**src/design/wfd_pkg.sv**
```systemverilog
// Shared types and constants for the WebSocket frame deframer.
package wfd_pkg;

  localparam int unsigned LEN_BITS   = 64;
  localparam int unsigned Q_DEPTH    = 4;
  localparam int unsigned Q_PTR_W    = $clog2(Q_DEPTH);
  localparam int unsigned Q_CNT_W    = $clog2(Q_DEPTH + 1);
  localparam int unsigned OUT_DATA_W = 16;

  localparam logic [6:0] LEN_CODE16 = 7'd126;
  localparam logic [6:0] LEN_CODE64 = 7'd127;
  localparam logic [3:0] OP_CLOSE   = 4'h8;

  localparam logic [LEN_BITS-1:0] LEN_MAX = {LEN_BITS{1'b1}};

  typedef enum logic [2:0] {
    PH_HEADER = 3'd0,
    PH_LEN16  = 3'd1,
    PH_LEN64  = 3'd2,
    PH_MASK   = 3'd3,
    PH_BODY   = 3'd4
  } phase_e;

  // One result as handed from the parser to the output stage.
  typedef struct packed {
    logic [7:0] data;
    logic [7:0] key;
    logic       has_byte;
    logic       frame_end;
    logic       fin;
    logic [3:0] opcode;
  } entry_t;

endpackage

```
**src/design/wfd_front.sv**
```systemverilog
// Header parser: tracks the frame phase and emits one queue entry per result.
module wfd_front (
  input  logic              clk_i,
  input  logic              rst_ni,
  input  logic              in_valid_i,
  output logic              in_ready_o,
  input  logic [7:0]        in_byte_i,
  input  logic              q_full_i,
  output logic              q_push_o,
  output wfd_pkg::entry_t   q_entry_o
);

  wfd_pkg::phase_e                phase_q, phase_d;
  logic [2:0]                     cnt_q, cnt_d;
  logic                           fin_q, fin_d;
  logic [3:0]                     op_q, op_d;
  logic                           mask_q, mask_d;
  logic [31:0]                    key_q, key_d;
  logic [1:0]                     pos_q, pos_d;
  logic [wfd_pkg::LEN_BITS-1:0]   len_q, len_d;

  logic                           accept;
  logic                           sat;
  logic [wfd_pkg::LEN_BITS-1:0]   len_shift;
  logic [wfd_pkg::LEN_BITS-1:0]   len_body;
  logic [wfd_pkg::LEN_BITS-1:0]   hdr_len;
  logic [2:0]                     cnt_inc;
  logic                           len_done;
  logic [7:0]                     key_byte;

  assign in_ready_o = !q_full_i;
  assign accept     = in_valid_i && !q_full_i;

  // Saturate once the next shift would push bits out of the length register.
  assign sat       = |len_q[wfd_pkg::LEN_BITS-1 -: 8];
  assign len_shift = sat ? wfd_pkg::LEN_MAX : {len_q[wfd_pkg::LEN_BITS-9:0], in_byte_i};
  assign len_body  = (len_q != '0) ? len_q - 1'b1 : '0;
  assign hdr_len   = {{(wfd_pkg::LEN_BITS-7){1'b0}}, in_byte_i[6:0]};
  assign cnt_inc   = cnt_q + 3'd1;
  assign len_done  = ((phase_q == wfd_pkg::PH_LEN16) && (cnt_inc == 3'd2)) ||
                     ((phase_q == wfd_pkg::PH_LEN64) && (cnt_inc == 3'd0));

  always_comb begin
    case (pos_q)
      2'd0:    key_byte = key_q[31:24];
      2'd1:    key_byte = key_q[23:16];
      2'd2:    key_byte = key_q[15:8];
      default: key_byte = key_q[7:0];
    endcase
  end

  // Next state
  always_comb begin
    phase_d = phase_q;
    cnt_d   = cnt_q;
    fin_d   = fin_q;
    op_d    = op_q;
    mask_d  = mask_q;
    key_d   = key_q;
    pos_d   = pos_q;
    len_d   = len_q;
    if (accept) begin
      case (phase_q)
        wfd_pkg::PH_LEN16, wfd_pkg::PH_LEN64: begin
          len_d = len_shift;
          cnt_d = cnt_inc;
          if (len_done) begin
            cnt_d = 3'd0;
            if (mask_q) begin
              phase_d = wfd_pkg::PH_MASK;
            end else begin
              pos_d   = 2'd0;
              phase_d = (len_shift == '0) ? wfd_pkg::PH_HEADER : wfd_pkg::PH_BODY;
            end
          end
        end
        wfd_pkg::PH_MASK: begin
          key_d = {key_q[23:0], in_byte_i};
          cnt_d = cnt_inc;
          if (cnt_inc == 3'd4) begin
            cnt_d   = 3'd0;
            pos_d   = 2'd0;
            phase_d = (len_q == '0) ? wfd_pkg::PH_HEADER : wfd_pkg::PH_BODY;
          end
        end
        wfd_pkg::PH_BODY: begin
          len_d = len_body;
          if (mask_q) begin
            pos_d = pos_q + 2'd1;
          end
          if (len_body == '0) begin
            phase_d = wfd_pkg::PH_HEADER;
            cnt_d   = 3'd0;
            pos_d   = 2'd0;
          end
        end
        default: begin
          phase_d = wfd_pkg::PH_HEADER;
          if (cnt_q == 3'd0) begin
            fin_d = in_byte_i[7];
            op_d  = in_byte_i[3:0];
            cnt_d = 3'd1;
          end else begin
            mask_d = in_byte_i[7];
            cnt_d  = 3'd0;
            if (in_byte_i[6:0] == wfd_pkg::LEN_CODE16) begin
              len_d   = '0;
              phase_d = wfd_pkg::PH_LEN16;
            end else if (in_byte_i[6:0] == wfd_pkg::LEN_CODE64) begin
              len_d   = '0;
              phase_d = wfd_pkg::PH_LEN64;
            end else begin
              len_d = hdr_len;
              if (in_byte_i[7]) begin
                phase_d = wfd_pkg::PH_MASK;
              end else begin
                pos_d   = 2'd0;
                phase_d = (hdr_len == '0) ? wfd_pkg::PH_HEADER : wfd_pkg::PH_BODY;
              end
            end
          end
        end
      endcase
    end
  end

  // Outputs
  always_comb begin
    q_push_o            = 1'b0;
    q_entry_o.data      = 8'd0;
    q_entry_o.key       = 8'd0;
    q_entry_o.has_byte  = 1'b0;
    q_entry_o.frame_end = 1'b1;
    q_entry_o.fin       = fin_q;
    q_entry_o.opcode    = op_q;
    case (phase_q)
      wfd_pkg::PH_LEN16, wfd_pkg::PH_LEN64: begin
        q_push_o = accept && len_done && !mask_q && (len_shift == '0);
      end
      wfd_pkg::PH_MASK: begin
        q_push_o = accept && (cnt_inc == 3'd4) && (len_q == '0);
      end
      wfd_pkg::PH_BODY: begin
        q_push_o            = accept;
        q_entry_o.data      = in_byte_i;
        q_entry_o.key       = mask_q ? key_byte : 8'd0;
        q_entry_o.has_byte  = 1'b1;
        q_entry_o.frame_end = (len_body == '0);
      end
      default: begin
        // Unmasked short header with zero length closes an empty frame here.
        q_push_o = accept && (cnt_q != 3'd0) && !in_byte_i[7] &&
                   (in_byte_i[6:0] == 7'd0);
      end
    endcase
  end

  always_ff @(posedge clk_i or negedge rst_ni) begin
    if (!rst_ni) begin
      phase_q <= wfd_pkg::PH_HEADER;
      cnt_q   <= 3'd0;
      fin_q   <= 1'b0;
      op_q    <= 4'd0;
      mask_q  <= 1'b0;
      key_q   <= 32'd0;
      pos_q   <= 2'd0;
      len_q   <= '0;
    end else begin
      phase_q <= phase_d;
      cnt_q   <= cnt_d;
      fin_q   <= fin_d;
      op_q    <= op_d;
      mask_q  <= mask_d;
      key_q   <= key_d;
      pos_q   <= pos_d;
      len_q   <= len_d;
    end
  end

endmodule

```
**src/design/wfd_queue.sv**
```systemverilog
// Short result queue between the parser and the output stage.
module wfd_queue (
  input  logic            clk_i,
  input  logic            rst_ni,
  input  logic            push_i,
  input  wfd_pkg::entry_t entry_i,
  input  logic            pop_i,
  output wfd_pkg::entry_t entry_o,
  output logic            full_o,
  output logic            empty_o
);

  wfd_pkg::entry_t                mem_q [wfd_pkg::Q_DEPTH];
  logic [wfd_pkg::Q_PTR_W-1:0]    wr_ptr_q, rd_ptr_q;
  logic [wfd_pkg::Q_CNT_W-1:0]    cnt_q, cnt_d;
  logic                           do_push, do_pop;

  assign full_o  = (cnt_q == wfd_pkg::Q_CNT_W'(wfd_pkg::Q_DEPTH));
  assign empty_o = (cnt_q == '0);
  assign do_push = push_i && !full_o;
  assign do_pop  = pop_i && !empty_o;
  assign entry_o = mem_q[rd_ptr_q];

  always_comb begin
    cnt_d = cnt_q;
    if (do_push && !do_pop) begin
      cnt_d = cnt_q + 1'b1;
    end else if (do_pop && !do_push) begin
      cnt_d = cnt_q - 1'b1;
    end
  end

  always_ff @(posedge clk_i) begin
    if (do_push) begin
      mem_q[wr_ptr_q] <= entry_i;
    end
  end

  always_ff @(posedge clk_i or negedge rst_ni) begin
    if (!rst_ni) begin
      wr_ptr_q <= '0;
      rd_ptr_q <= '0;
      cnt_q    <= '0;
    end else begin
      cnt_q <= cnt_d;
      if (do_push) begin
        wr_ptr_q <= wr_ptr_q + 1'b1;
      end
      if (do_pop) begin
        rd_ptr_q <= rd_ptr_q + 1'b1;
      end
    end
  end

endmodule

```
**src/design/wfd_back.sv**
```systemverilog
// Output stage: unmasks the payload byte and holds the result beat.
module wfd_back (
  input  logic                             clk_i,
  input  logic                             rst_ni,
  input  logic                             q_empty_i,
  input  wfd_pkg::entry_t                  q_entry_i,
  output logic                             q_pop_o,
  output logic                             out_valid_o,
  input  logic                             out_ready_i,
  output logic [wfd_pkg::OUT_DATA_W-1:0]   out_data_o,
  output logic                             out_user_o,
  output logic                             out_last_o
);

  logic        vld_q;
  logic [7:0]  byte_q;
  logic        has_q;
  logic        end_q;
  logic        fin_q;
  logic [3:0]  op_q;
  logic        close_q;

  // Refill whenever the held beat is empty or leaves this cycle.
  assign q_pop_o = !q_empty_i && (!vld_q || out_ready_i);

  always_ff @(posedge clk_i or negedge rst_ni) begin
    if (!rst_ni) begin
      vld_q <= 1'b0;
    end else if (!vld_q || out_ready_i) begin
      vld_q <= !q_empty_i;
    end
  end

  always_ff @(posedge clk_i) begin
    if (q_pop_o) begin
      byte_q  <= q_entry_i.data ^ q_entry_i.key;
      has_q   <= q_entry_i.has_byte;
      end_q   <= q_entry_i.frame_end;
      fin_q   <= q_entry_i.fin;
      op_q    <= q_entry_i.opcode;
      close_q <= (q_entry_i.opcode == wfd_pkg::OP_CLOSE);
    end
  end

  assign out_valid_o = vld_q;
  assign out_data_o  = {2'b00, close_q, op_q, fin_q, byte_q};
  assign out_user_o  = has_q;
  assign out_last_o  = end_q;

endmodule

```
**src/design/websocket_frame_deframer_unit.sv**
```systemverilog
// A body byte accepted by the parser is written into the queue, then registered in the output stage as a result beat.
// Throughput: one byte per cycle; the parser stalls only when the four-entry queue is full.
// Header, extended length and mask key bytes give no beat except to close an empty frame.
// Reset (rst_ni low, asynchronous) returns the parser to the header phase and empties
// the queue and the output register; the input accepts bytes while the queue is not full.
module websocket_frame_deframer_unit (
  input  logic                             clk_i,
  input  logic                             rst_ni,
  input  logic                             s_axis_tvalid_i,
  output logic                             s_axis_tready_o,
  input  logic [7:0]                       s_axis_tdata_i,  // [7:0] rx_byte
  output logic                             m_axis_tvalid_o,
  input  logic                             m_axis_tready_i,
  // [7:0] out_byte, [8] fin_flag, [12:9] frame_opcode, [13] close_frame, [15:14] zero
  output logic [wfd_pkg::OUT_DATA_W-1:0]   m_axis_tdata_o,
  output logic                             m_axis_tuser_o,  // [0] has_byte
  output logic                             m_axis_tlast_o   // frame_end
);

  logic            q_push, q_pop, q_full, q_empty;
  wfd_pkg::entry_t push_entry, pop_entry;

  wfd_front u_front (
    .clk_i      (clk_i),
    .rst_ni     (rst_ni),
    .in_valid_i (s_axis_tvalid_i),
    .in_ready_o (s_axis_tready_o),
    .in_byte_i  (s_axis_tdata_i),
    .q_full_i   (q_full),
    .q_push_o   (q_push),
    .q_entry_o  (push_entry)
  );

  wfd_queue u_queue (
    .clk_i   (clk_i),
    .rst_ni  (rst_ni),
    .push_i  (q_push),
    .entry_i (push_entry),
    .pop_i   (q_pop),
    .entry_o (pop_entry),
    .full_o  (q_full),
    .empty_o (q_empty)
  );

  wfd_back u_back (
    .clk_i       (clk_i),
    .rst_ni      (rst_ni),
    .q_empty_i   (q_empty),
    .q_entry_i   (pop_entry),
    .q_pop_o     (q_pop),
    .out_valid_o (m_axis_tvalid_o),
    .out_ready_i (m_axis_tready_i),
    .out_data_o  (m_axis_tdata_o),
    .out_user_o  (m_axis_tuser_o),
    .out_last_o  (m_axis_tlast_o)
  );

endmodule

```
**config.mk**
```make
export PLATFORM = sky130hd
export DESIGN_NAME = websocket_frame_deframer_unit
export DESIGN_NICKNAME = d
export VERILOG_FILES = /design/src/design/wfd_pkg.sv /design/src/design/wfd_front.sv /design/src/design/wfd_queue.sv /design/src/design/wfd_back.sv /design/src/design/websocket_frame_deframer_unit.sv
export SDC_FILE = /design/constraint.sdc
export NUM_CORES = 1
export LEC_CHECK = 0
export ABC_AREA = 0
export BUFFER_PORTS_ARGS = -buffer_cell sky130_fd_sc_hd__buf_4
export CAP_MARGIN = 20
export CORE_AREA = 5 5 225 118
export CTS_BUF_LIST = sky130_fd_sc_hd__clkbuf_4 sky130_fd_sc_hd__clkbuf_8 sky130_fd_sc_hd__clkbuf_16
export DETAILED_ROUTE_END_ITERATION = 7
export DIE_AREA = 0 0 230 123
export MAX_ROUTING_LAYER = met4
export PLACE_DENSITY_LB_ADDON = 0.1
export SLEW_MARGIN = 20
export SYNTH_ARGS = -nofsm -noshare
export SYNTH_HDL_FRONTEND = slang
export SYNTH_SLANG_ARGS = --single-unit
```
**constraint.sdc**
```tcl
create_clock -name clk_i -period 6.25 [get_ports clk_i]
set_clock_uncertainty 0.05 [all_clocks]
set_input_delay 0.3125 -clock clk_i [delete_from_list [all_inputs] [get_ports clk_i]]
set_output_delay 0.3125 -clock clk_i [all_outputs]
set_load 0.005 [all_outputs]
```
==> impl_metrics.prom, run 1 <==
# TYPE chip_impl_metric gauge
chip_impl_info{name="status",value="finished clean"} 1
chip_impl_metric{name="synth_cells",unit=""} 1109
chip_impl_metric{name="clock_tree.htree_level_count",unit=""} 1
chip_impl_metric{name="overflow",unit=""} 0
chip_impl_metric{name="globalplace.congestion",unit=""} 1.03
chip_impl_metric{name="design.portCount",unit=""} 32
chip_impl_metric{name="initial_antenna_violation_count",unit=""} 1
chip_impl_metric{name="final_max_slew_viol_count",unit=""} 0
chip_impl_metric{name="worst-slew-pin-transition",unit="ns"} 0.937
chip_impl_metric{name="report.final.hold_viol_count",unit=""} 0
chip_impl_info{name="netlist.top_cell.by_area",value="sky130_fd_sc_hd__edfxtp_1"} 1
chip_impl_info{name="cp_slowest_cell",value="sky130_fd_sc_hd__nor4_1"} 1
chip_impl_metric{name="r2r_cells",unit=""} 10
chip_impl_info{name="worstSetupEndpointType",value="flip-flop"} 1
chip_impl_metric{name="number_of_synthesized_flops_with_an_enable_pin",unit=""} 108
chip_impl_metric{name="route.antenna.remaining_nets",unit=""} 0
chip_impl_metric{name="firstDrtPassIters",unit=""} 6
chip_impl_metric{name="die_area",unit="µm²"} 28300
chip_impl_metric{name="die_x",unit="µm"} 230
chip_impl_metric{name="ys_types",unit=""} 68
chip_impl_metric{name="tns",unit="ns"} 0
chip_impl_info{name="r2r-start",value="u_front.len_q[2]$_DFFE_PN0P_"} 1
chip_impl_info{name="startpoint",value="u_front.len_q[2]$_DFFE_PN0P_"} 1
chip_impl_metric{name="setup.reg_to_reg.worst_slack",unit="ns"} 1.13
chip_impl_metric{name="finish.net_count",unit=""} 1130
chip_impl_metric{name="core_area",unit="µm²"} 24500
chip_impl_metric{name="nFillCells",unit=""} 2150
chip_impl_info{name="timing.rr.end",value="u_front.phase_q[0]$_DFFE_PN0P_"} 1
chip_impl_info{name="synth_top_cells_by_area",value="sky130_fd_sc_hd__edfxtp_1 27%, sky130_fd_sc_hd__dfrtp_1 25%, sky130_fd_sc_hd__o21ai_0 5.3%"} 1
chip_impl_info{name="clock_tree_from_tritoncts",value="yes"} 1
chip_impl_metric{name="final.period_utilization",unit="%"} 81.8
chip_impl_info{name="critical_path.startpoint_type",value="flip-flop"} 1
chip_impl_metric{name="die_span_y",unit="µm"} 123
chip_impl_info{name="clock_tree.root_cell",value="sky130_fd_sc_hd__clkbuf_16"} 1
chip_impl_metric{name="drc",unit=""} 0
chip_impl_metric{name="cp_required",unit="ns"} 6.60
chip_impl_metric{name="numCtsBuffers",unit=""} 23
chip_impl_metric{name="row_count",unit=""} 41
chip_impl_metric{name="final_critical_path_setup_slack",unit="ns"} 1.13
chip_impl_metric{name="synthArstFlopShare",unit="%"} 52.2
chip_impl_metric{name="synth.yosys.warnings",unit=""} 0
chip_impl_info{name="timing.hold.worst.class",value="in -> reg"} 1
chip_impl_metric{name="vdd.ir_drop.worst",unit="V"} 0.000286
chip_impl_info{name="worstPathCellList",value="or4_1 -> nor4_1 -> nand3_1 -> nand4b_1 -> xnor2_1 -> or4_1 -> or4_4 -> o21ai_4 -> and2b_1 -> mux2_1"} 1
chip_impl_metric{name="syn-mean-instance-area",unit="µm²"} 10.8
chip_impl_info{name="synth_flop_cell",value="sky130_fd_sc_hd__dfrtp_1"} 1
chip_impl_metric{name="cts.sink_count",unit=""} 226
chip_impl_metric{name="initialDrtViolationCount",unit=""} 1298
chip_impl_metric{name="maximum_frequency_from_static_timing_analysis",unit="GHz"} 0.195
chip_impl_info{name="topRoutingLayerUsed",value="met4"} 1
chip_impl_metric{name="routedWlPerCell",unit="µm"} 23.9
chip_impl_metric{name="global_route_wire_length_before_repair",unit="µm"} 52400
chip_impl_metric{name="diodes_inserted",unit=""} 0
chip_impl_metric{name="placement.io_buffers",unit=""} 29
chip_impl_metric{name="route.vias.total",unit=""} 9156
chip_impl_metric{name="grt_util_all_layers",unit="%"} 24.9
chip_impl_metric{name="clk_pin_slew",unit="ns"} 0.07
chip_impl_metric{name="route.detailed.vias_per_inst",unit=""} 6.36
chip_impl_info{name="critPathKind",value="reg -> reg"} 1
chip_impl_metric{name="dp_hpwl",unit="µm"} 23700
chip_impl_metric{name="areaGrowthSynthToFinish",unit="%"} 10.2
chip_impl_metric{name="slew-limit-headroom",unit="%"} 37.4
chip_impl_metric{name="multi_input_comb_area",unit="µm²"} 5300
chip_impl_metric{name="detail_route.wirelength",unit="µm"} 34300
chip_impl_metric{name="m1WireLength",unit="µm"} 17800
chip_impl_metric{name="setup-violations-final",unit=""} 0
chip_impl_metric{name="synth_sequential_area_ratio",unit="%"} 51.8
chip_impl_metric{name="post_syn_area",unit="µm²"} 12000
chip_impl_metric{name="power.density_cell_area",unit="nW/µm²"} 481
chip_impl_metric{name="grt_start_max_net_pins",unit=""} 84
chip_impl_metric{name="drive_above_1_share",unit="%"} 14.8
chip_impl_metric{name="max-cap-violations",unit=""} 0
chip_impl_info{name="critPathCapture",value="u_front.phase_q[0]$_DFFE_PN0P_"} 1
chip_impl_metric{name="met3_routed_length",unit="µm"} 4610
chip_impl_metric{name="timing.final.crit_period",unit="ns"} 5.12
chip_impl_metric{name="pre_cts_slack",unit="ns"} 1.34
chip_impl_metric{name="netlist.area_leader.share",unit="%"} 27.1
chip_impl_metric{name="yosys_register_bits",unit=""} 226
chip_impl_metric{name="cts_max_path_buffers",unit=""} 3
chip_impl_metric{name="first_global_vias",unit=""} 8145
chip_impl_info{name="crit_top_cell",value="sky130_fd_sc_hd__or4_1"} 1
chip_impl_metric{name="floorplan.initialDensity",unit="%"} 48.7
chip_impl_metric{name="route.met2.wl",unit="µm"} 11500
chip_impl_metric{name="cp_max_stage_delay",unit="ns"} 0.73
chip_impl_metric{name="seq_area",unit="µm²"} 6200
chip_impl_metric{name="worstSkewPairLatency",unit="ns"} 0.53
chip_impl_metric{name="critPathArrivalTime",unit="ns"} 5.47
chip_impl_metric{name="worst_path_fanout_max",unit=""} 11
chip_impl_info{name="setup_repair_after_global_routing_missed_its_margin",value="false"} 1
chip_impl_metric{name="power.leakage",unit="nW"} 5.05
## critical path: cells and delay by family (launching register included)
family | cells | cell delay (ns)
xor gates and xnor gates | 1 | 0.26
AOI/OAI and AO/OA | 1 | 0.33
muxes | 1 | 0.33
and+or+nand+nor | 7 | 3.55
DFF | 1 | 0.47
## power by group
part           total, W  switching, W  leakage [nW]  internal [W]
registers       0.00250      0.000521          2.55       0.00198
logic           0.00243       0.00146          2.12      0.000975
clock network   0.00141      0.000600         0.375      0.000809
## state kept, by name, indices dropped and copies added (netlist names)
signal              cells
u_back.byte_q           8
u_back.close_q          1
u_back.fin_q            1
u_back.op_q             4
u_back.out_last_o       1
u_back.out_user_o       1
u_back.out_valid_o      1
u_front.cnt_q           3
u_front.fin_q           1
u_front.key_q          32
u_front.len_q          64
u_front.mask_q          1
u_front.op_q            4
u_front.phase_q         3
u_front.pos_q           2
u_queue.cnt_q           3
u_queue.mem_q          92
u_queue.rd_ptr_q        2
u_queue.wr_ptr_q        2
## final cells by class
class / count / share of cell area, %
Multi-Input combinational cell: 766 / 40.3
Clock inverter: 11 / 0.874
Inverter: 30 / 0.855
Timing Repair Buffer: 53 / 3.06
Sequential cell: 226 / 47.0
Clock buffer: 31 / 4.87
Tap cell: 322 / 3.06
## what timing repair did
item	CTS	global route
hold endpoints to repair	56	0
buffers inserted	0	0
resized for setup	0	0
hold buffers	2	0
## stage by stage
| stage | hold WS (ns) | instance area [µm²] | power, W | cells | utilization [%] |
|---|---|---|---|---|---|
| global route | 0.0504 | 13200 | 0.00670 | 1439 | 53.7 |
| floorplan | -0.0331 | 12000 | 0.00405 | 1110 | - |
| detailed placement | 0.404 | 12400 | 0.00486 | 1395 | 50.6 |
| global placement | 0.397 | 12400 | 0.00488 | 1395 | 50.6 |
| CTS | 0.0424 | 13200 | 0.00628 | 1439 | 53.7 |
| finish | 0.0609 | 13200 | 0.00634 | 1439 | 53.7 |
## cells in the final DEF (no fill, tap or decap), types with 9 or more instances in the layout
cell type	count
sky130_fd_sc_hd__nor2_1	77
sky130_fd_sc_hd__or2_2	9
sky130_fd_sc_hd__nand4_1	13
sky130_fd_sc_hd__o31ai_1	14
sky130_fd_sc_hd__mux2_2	36
sky130_fd_sc_hd__nor3_1	28
sky130_fd_sc_hd__nand2_1	56
sky130_fd_sc_hd__or4_1	23
sky130_fd_sc_hd__o41ai_1	9
sky130_fd_sc_hd__nor4_1	24
sky130_fd_sc_hd__and3_1	13
sky130_fd_sc_hd__xor2_1	42
sky130_fd_sc_hd__o31a_1	12
sky130_fd_sc_hd__a21oi_1	40
sky130_fd_sc_hd__a22o_1	34
sky130_fd_sc_hd__dfrtp_1	118
sky130_fd_sc_hd__buf_4	51
sky130_fd_sc_hd__edfxtp_1	108
sky130_fd_sc_hd__or3_1	16
sky130_fd_sc_hd__clkbuf_16	23
sky130_fd_sc_hd__nand3_1	17
sky130_fd_sc_hd__ha_1	17
sky130_fd_sc_hd__mux4_2	15
sky130_fd_sc_hd__inv_1	30
sky130_fd_sc_hd__o21ai_0	126
sky130_fd_sc_hd__xnor2_1	25
sky130_fd_sc_hd__o22ai_1	13
## cells in the mapped netlist, types with 7 or more instances
cell type                  instances
sky130_fd_sc_hd__dfrtp_1         118
sky130_fd_sc_hd__or2_2             9
sky130_fd_sc_hd__nor4_1           24
sky130_fd_sc_hd__o21ai_0         126
sky130_fd_sc_hd__o22ai_1          13
sky130_fd_sc_hd__a21oi_1          41
sky130_fd_sc_hd__and2_1            8
sky130_fd_sc_hd__xor2_1           42
sky130_fd_sc_hd__edfxtp_1        108
sky130_fd_sc_hd__o31ai_1          14
sky130_fd_sc_hd__or3_1            17
sky130_fd_sc_hd__mux4_2           15
sky130_fd_sc_hd__ha_1             17
sky130_fd_sc_hd__nand4_1          13
sky130_fd_sc_hd__o41ai_1           9
sky130_fd_sc_hd__and3_1           13
sky130_fd_sc_hd__nor2_1           78
sky130_fd_sc_hd__o21a_1            7
sky130_fd_sc_hd__or4_1            23
sky130_fd_sc_hd__xnor2_1          25
sky130_fd_sc_hd__buf_2             9
sky130_fd_sc_hd__o31a_1           12
sky130_fd_sc_hd__mux2_2           36
sky130_fd_sc_hd__buf_1             9
sky130_fd_sc_hd__a22o_1           34
sky130_fd_sc_hd__nand3_1          17
sky130_fd_sc_hd__nor3_1           29
sky130_fd_sc_hd__inv_1            30
sky130_fd_sc_hd__a21o_1            8
sky130_fd_sc_hd__a222oi_1          8
sky130_fd_sc_hd__clkbuf_1         65
sky130_fd_sc_hd__nand2_1          57
## routing by layer
metal  track usage, %  up-vias
met5                -        -
met1             42.1     4487
met2             27.3      484
li1                 -     4148
met4             3.25        0
met3             8.86       37
## cells by family after synthesis
| logic type | synth area share [%] |
|---|---|
| adder cells (fa/ha/maj) | 1.95 |
| flip-flops | 51.8 |
| AND/OR/NAND/NOR | 14.2 |
| other | 0.0314 |
| AO/OA/AOI/OAI | 16.5 |
| XOR/XNOR | 4.91 |
| multiplexers | 6.57 |
| buffers and inverters | 3.99 |
## worst min path at each step
stage,start,slack (ns),end,cells past startpoint
3_3_place_gp,rst_ni,0.40,u_front.len_q[60]$_DFFE_PN0P_,1
6_report,s_axis_tdata_i[6],0.06,u_front.key_q[6]$_DFFE_PN0P_,2
4_1_cts,s_axis_tdata_i[6],0.04,u_front.key_q[6]$_DFFE_PN0P_,2
5_1_grt,s_axis_tdata_i[6],0.05,u_front.key_q[6]$_DFFE_PN0P_,2
2_1_floorplan,rst_ni,-0.03,u_back.out_valid_o$_DFFE_PN0N_,0
3_5_place_dp,rst_ni,0.40,u_front.len_q[60]$_DFFE_PN0P_,1
(Power assumes the default switching activity.)
==> inputs of run 2 (changes only) <==
==> constraint.sdc (replaced) <==
create_clock -name clk_i -period 4.1 [get_ports clk_i]
set_clock_uncertainty 0.05 [all_clocks]
set_input_delay 0.205 -clock clk_i [delete_from_list [all_inputs] [get_ports clk_i]]
set_output_delay 0.205 -clock clk_i [all_outputs]
set_load 0.005 [all_outputs]
==> run 2 against run 1 <==
Highest routed layer unchanged. Global-route usage is 3.3 points higher. Clock power is 59% higher. Largest cell class unchanged. Sequential power is 45% higher. Non-clock buffer count is 112 higher. Total power is 68% higher. The flow now finishes with violations (negative setup slack). Flip-flop and latch count stayed put. First-iteration DRC count is 5.3% higher. Core utilization is 5.1 points higher. Critical path depth stayed put. Via count is 7.9% higher. Sequential share of layout area is 4.0 points lower.
==> impl_metrics.prom, run 2 (synthesized netlist as in run 1, its figures left out) <==
# TYPE chip_impl_metric gauge
chip_impl_metric{name="worst_path_fanout_max",unit=""} 5
chip_impl_metric{name="die_x",unit="µm"} 230
chip_impl_info{name="highest_count_cells_in_the_layout_ignoring_fill_and_taps",value="146 x sky130_fd_sc_hd__buf_4, 125 x sky130_fd_sc_hd__o21ai_0, 115 x sky130_fd_sc_hd__dfrtp_1, 108 x sky130_fd_sc_hd__edfxtp_1, 77 x sky130_fd_sc_hd__nor2_1"} 1
chip_impl_metric{name="clk_pin_slew",unit="ns"} 0.07
chip_impl_info{name="clock_tree_from_tritoncts",value="yes"} 1
chip_impl_info{name="critical-path-top-delay-family",value="simple AND/OR/NAND/NOR gates"} 1
chip_impl_info{name="critPathKind",value="reg -> reg"} 1
chip_impl_metric{name="net_switching",unit="W"} 0.00435
chip_impl_metric{name="finish.net_count",unit=""} 1242
chip_impl_metric{name="die_area",unit="µm²"} 28300
chip_impl_metric{name="critPathArrivalTime",unit="ns"} 4.47
chip_impl_info{name="critical_path.startpoint_type",value="flip-flop"} 1
chip_impl_metric{name="timing.final.crit_period",unit="ns"} 4.11
chip_impl_metric{name="seq_power_share",unit="%"} 34.1
chip_impl_info{name="startpoint",value="u_front.len_q[19]$_DFFE_PN0P_"} 1
chip_impl_metric{name="power.leakage",unit="nW"} 5.72
chip_impl_metric{name="routedWlPerCell",unit="µm"} 24.8
chip_impl_metric{name="areaGrowthSynthToFinish",unit="%"} 20.6
chip_impl_metric{name="firstDrtPassIters",unit=""} 6
chip_impl_metric{name="finalPower",unit="W"} 0.0106
chip_impl_metric{name="cts.sink_count",unit=""} 226
chip_impl_metric{name="route.detailed.vias_per_inst",unit=""} 6.36
chip_impl_metric{name="placement.io_buffers",unit=""} 29
chip_impl_info{name="worstPathCellList",value="or3_4 -> or4_4 -> or4_4 -> or3_1 -> xnor2_1 -> o21ai_0 -> or4_4 -> o21ai_4 -> and2b_1 -> mux2_1"} 1
chip_impl_metric{name="detail_route.wirelength",unit="µm"} 38600
chip_impl_metric{name="slew-limit-headroom",unit="%"} 45.4
chip_impl_metric{name="pwr-share-comb",unit="%"} 44.8
chip_impl_metric{name="final.period_utilization",unit="%"} 100
chip_impl_metric{name="post-route-cell-area",unit="µm²"} 14400
chip_impl_metric{name="dp_hpwl",unit="µm"} 27500
chip_impl_metric{name="core_area",unit="µm²"} 24500
chip_impl_info{name="clock_tree.root_cell",value="sky130_fd_sc_hd__clkbuf_16"} 1
chip_impl_metric{name="route.vias.total",unit=""} 9876
chip_impl_metric{name="numCtsBuffers",unit=""} 23
chip_impl_info{name="largestRegisters",value="u_queue.mem_q (92), u_front.len_q (64), u_front.key_q (32)"} 1
chip_impl_metric{name="r2r_cells",unit=""} 10
chip_impl_info{name="max_flop_register",value="u_queue.mem_q"} 1
chip_impl_info{name="holdPathEnd",value="u_front.len_q[0]$_DFFE_PN0P_"} 1
chip_impl_metric{name="timing.critical_path.buf_inv",unit=""} 0
chip_impl_metric{name="setup.reg_to_reg.worst_slack",unit="ns"} -0.01
chip_impl_metric{name="route.antenna.remaining_nets",unit=""} 0
chip_impl_metric{name="report.final.hold_viol_count",unit=""} 0
chip_impl_metric{name="final_critical_path_setup_slack",unit="ns"} -0.0111
chip_impl_metric{name="cts_max_path_buffers",unit=""} 3
chip_impl_metric{name="placedInstanceArea",unit="µm²"} 13300
chip_impl_metric{name="final_max_slew_viol_count",unit=""} 0
chip_impl_metric{name="largest_register_ff_count",unit=""} 92
chip_impl_metric{name="nFillCells",unit=""} 2051
chip_impl_metric{name="design.portCount",unit=""} 32
chip_impl_metric{name="drc",unit=""} 0
chip_impl_metric{name="worst-slew-pin-transition",unit="ns"} 0.819
chip_impl_info{name="violations",value="negative setup slack"} 1
chip_impl_metric{name="clockPowerShare",unit="%"} 21.0
chip_impl_metric{name="setup-violations-final",unit=""} 2
chip_impl_metric{name="vdd.ir_drop.worst",unit="V"} 0.000328
chip_impl_metric{name="cp_required",unit="ns"} 4.46
chip_impl_metric{name="maximum_frequency_from_static_timing_analysis",unit="GHz"} 0.243
chip_impl_info{name="r2r-start",value="u_front.len_q[19]$_DFFE_PN0P_"} 1
chip_impl_info{name="worstSetupEndpointType",value="flip-flop"} 1
chip_impl_metric{name="clock_tree.htree_level_count",unit=""} 1
chip_impl_info{name="crit_top_cell",value="sky130_fd_sc_hd__or4_4"} 1
chip_impl_metric{name="first_global_vias",unit=""} 9142
chip_impl_info{name="timing.hold.worst.class",value="in -> reg"} 1
chip_impl_metric{name="drive_above_1_share",unit="%"} 24.9
chip_impl_metric{name="seq_area",unit="µm²"} 6200
chip_impl_metric{name="max-cap-violations",unit=""} 0
chip_impl_metric{name="die_span_y",unit="µm"} 123
chip_impl_metric{name="globalplace.congestion",unit=""} 1.05
chip_impl_info{name="cp_slowest_cell",value="sky130_fd_sc_hd__or4_4"} 1
chip_impl_metric{name="cellInternalPower",unit="W"} 0.00630
chip_impl_metric{name="grt_util_all_layers",unit="%"} 28.2
chip_impl_metric{name="worstSkewPairLatency",unit="ns"} 0.55
chip_impl_metric{name="power.density_cell_area",unit="nW/µm²"} 738
chip_impl_metric{name="cp_max_stage_delay",unit="ns"} 0.60
chip_impl_info{name="status",value="complete, but fails checks"} 1
chip_impl_metric{name="overflow",unit=""} 0
chip_impl_info{name="layout.cells.most_common",value="sky130_fd_sc_hd__buf_4"} 1
chip_impl_metric{name="global_route_wire_length_before_repair",unit="µm"} 58800
chip_impl_metric{name="multi_input_comb_area",unit="µm²"} 5530
chip_impl_metric{name="floorplan.initialDensity",unit="%"} 48.7
chip_impl_metric{name="initial_antenna_violation_count",unit=""} 2
chip_impl_metric{name="initialDrtViolationCount",unit=""} 1367
chip_impl_info{name="timing.hold.worst.start",value="s_axis_tdata_i[0]"} 1
chip_impl_metric{name="sw_frac_of_total",unit="%"} 40.9
chip_impl_info{name="timing.rr.end",value="u_front.phase_q[1]$_DFFE_PN0P_"} 1
chip_impl_metric{name="grt_start_max_net_pins",unit=""} 84
chip_impl_metric{name="worstHoldPathCells",unit=""} 3
chip_impl_metric{name="row_count",unit=""} 41
run 2: cell types whose count changed in the layout (fill, tap and decap cells not counted), moves of 5 or more:
cell	delta
sky130_fd_sc_hd__nor4_1	-8
sky130_fd_sc_hd__dlygate4sd3_1	+7
sky130_fd_sc_hd__or4_1	-10
sky130_fd_sc_hd__buf_4	+95
sky130_fd_sc_hd__or3_4	+5
sky130_fd_sc_hd__or3_1	-5
sky130_fd_sc_hd__nor4_4	+5
sky130_fd_sc_hd__buf_12	+8
sky130_fd_sc_hd__or4_4	+10
sky130_fd_sc_hd__clkbuf_4	-6
run 2: through the flow:
step | utilization [%] | setup slack, ns | hold WS (ns) | TNS, ns | cells
global placement | 54.2 | -0.208 | 0.287 | -1.55 | 1494
detailed placement | 54.2 | -0.246 | 0.301 | -1.95 | 1494
floorplan | - | 0.0100 | -0.141 | 0 | 1110
global route | 58.8 | -0.0383 | 0.0576 | -0.0981 | 1553
finish | 58.8 | -0.0111 | 0.0223 | -0.0185 | 1554
CTS | 58.2 | 0.00585 | 0.0153 | 0 | 1548
run 2: final cells by class:
class	count	area share (%)
antenna	3	0.0521
clock buffer	28	4.43
inverter	30	0.781
clock inverter	14	1.09
tap	322	2.79
timing repair buffer	165	9.49
sequential	226	43.0
multi-input combinational	766	38.4
run 2: how the worst max path moves through the flow:
stage                                     endpoint  slack (ns)  cells past startpoint
global route        u_front.phase_q[0]$_DFFE_PN0P_       -0.04                     10
finish              u_front.phase_q[1]$_DFFE_PN0P_       -0.01                     10
detailed placement    u_queue.cnt_q[2]$_DFFE_PN0P_       -0.25                     15
global placement    u_front.phase_q[0]$_DFFE_PN0P_       -0.21                     12
CTS                 u_front.phase_q[1]$_DFFE_PN0P_       0.006                     11
floorplan           u_front.phase_q[0]$_DFFE_PN0P_        0.01                     14
run 2: timing repair:
| item | 4_1_cts | 5_1_grt |
|---|---|---|
| gates resized for setup | 10 | 27 |
| hold buffers | 9 | 0 |
| setup buffers | 3 | 3 |
| pin swaps | 3 | 4 |
| setup endpoints to repair | 15 | 10 |
| gates cloned | 0 | 0 |
| hold endpoints to repair | 73 | 0 |
run 2: routing by layer:
layer | share of wire (%) | global-route usage, % | vias up
li1 | - | - | 4386
met1 | 49 | 46.3 | 4803
met2 | 33 | 29.4 | 643
met3 | 17 | 13.9 | 44
met4 | 1.2 | 3.80 | 0
met5 | 0 | - | -
run 2: power by group through the flow:
stage,logic [W],registers [W],clock network [W]
2_1_floorplan,0.00279,0.00340,0
3_3_place_gp,0.00442,0.00362,0
3_5_place_dp,0.00442,0.00363,0
4_1_cts,0.00450,0.00360,0.00227
5_1_grt,0.00509,0.00371,0.00238
6_report,0.00477,0.00363,0.00224
run 2: worst register-to-register path, stage by stage, from the launching register on:
cell	delay (ns)
sky130_fd_sc_hd__dfrtp_1	0.38
sky130_fd_sc_hd__or3_4	0.45
sky130_fd_sc_hd__or4_4	0.52
sky130_fd_sc_hd__or4_4	0.51
sky130_fd_sc_hd__or3_1	0.39
sky130_fd_sc_hd__xnor2_1	0.17
sky130_fd_sc_hd__o21ai_0	0.19
sky130_fd_sc_hd__or4_4	0.60
sky130_fd_sc_hd__o21ai_4	0.22
sky130_fd_sc_hd__and2b_1	0.19
sky130_fd_sc_hd__mux2_1	0.33
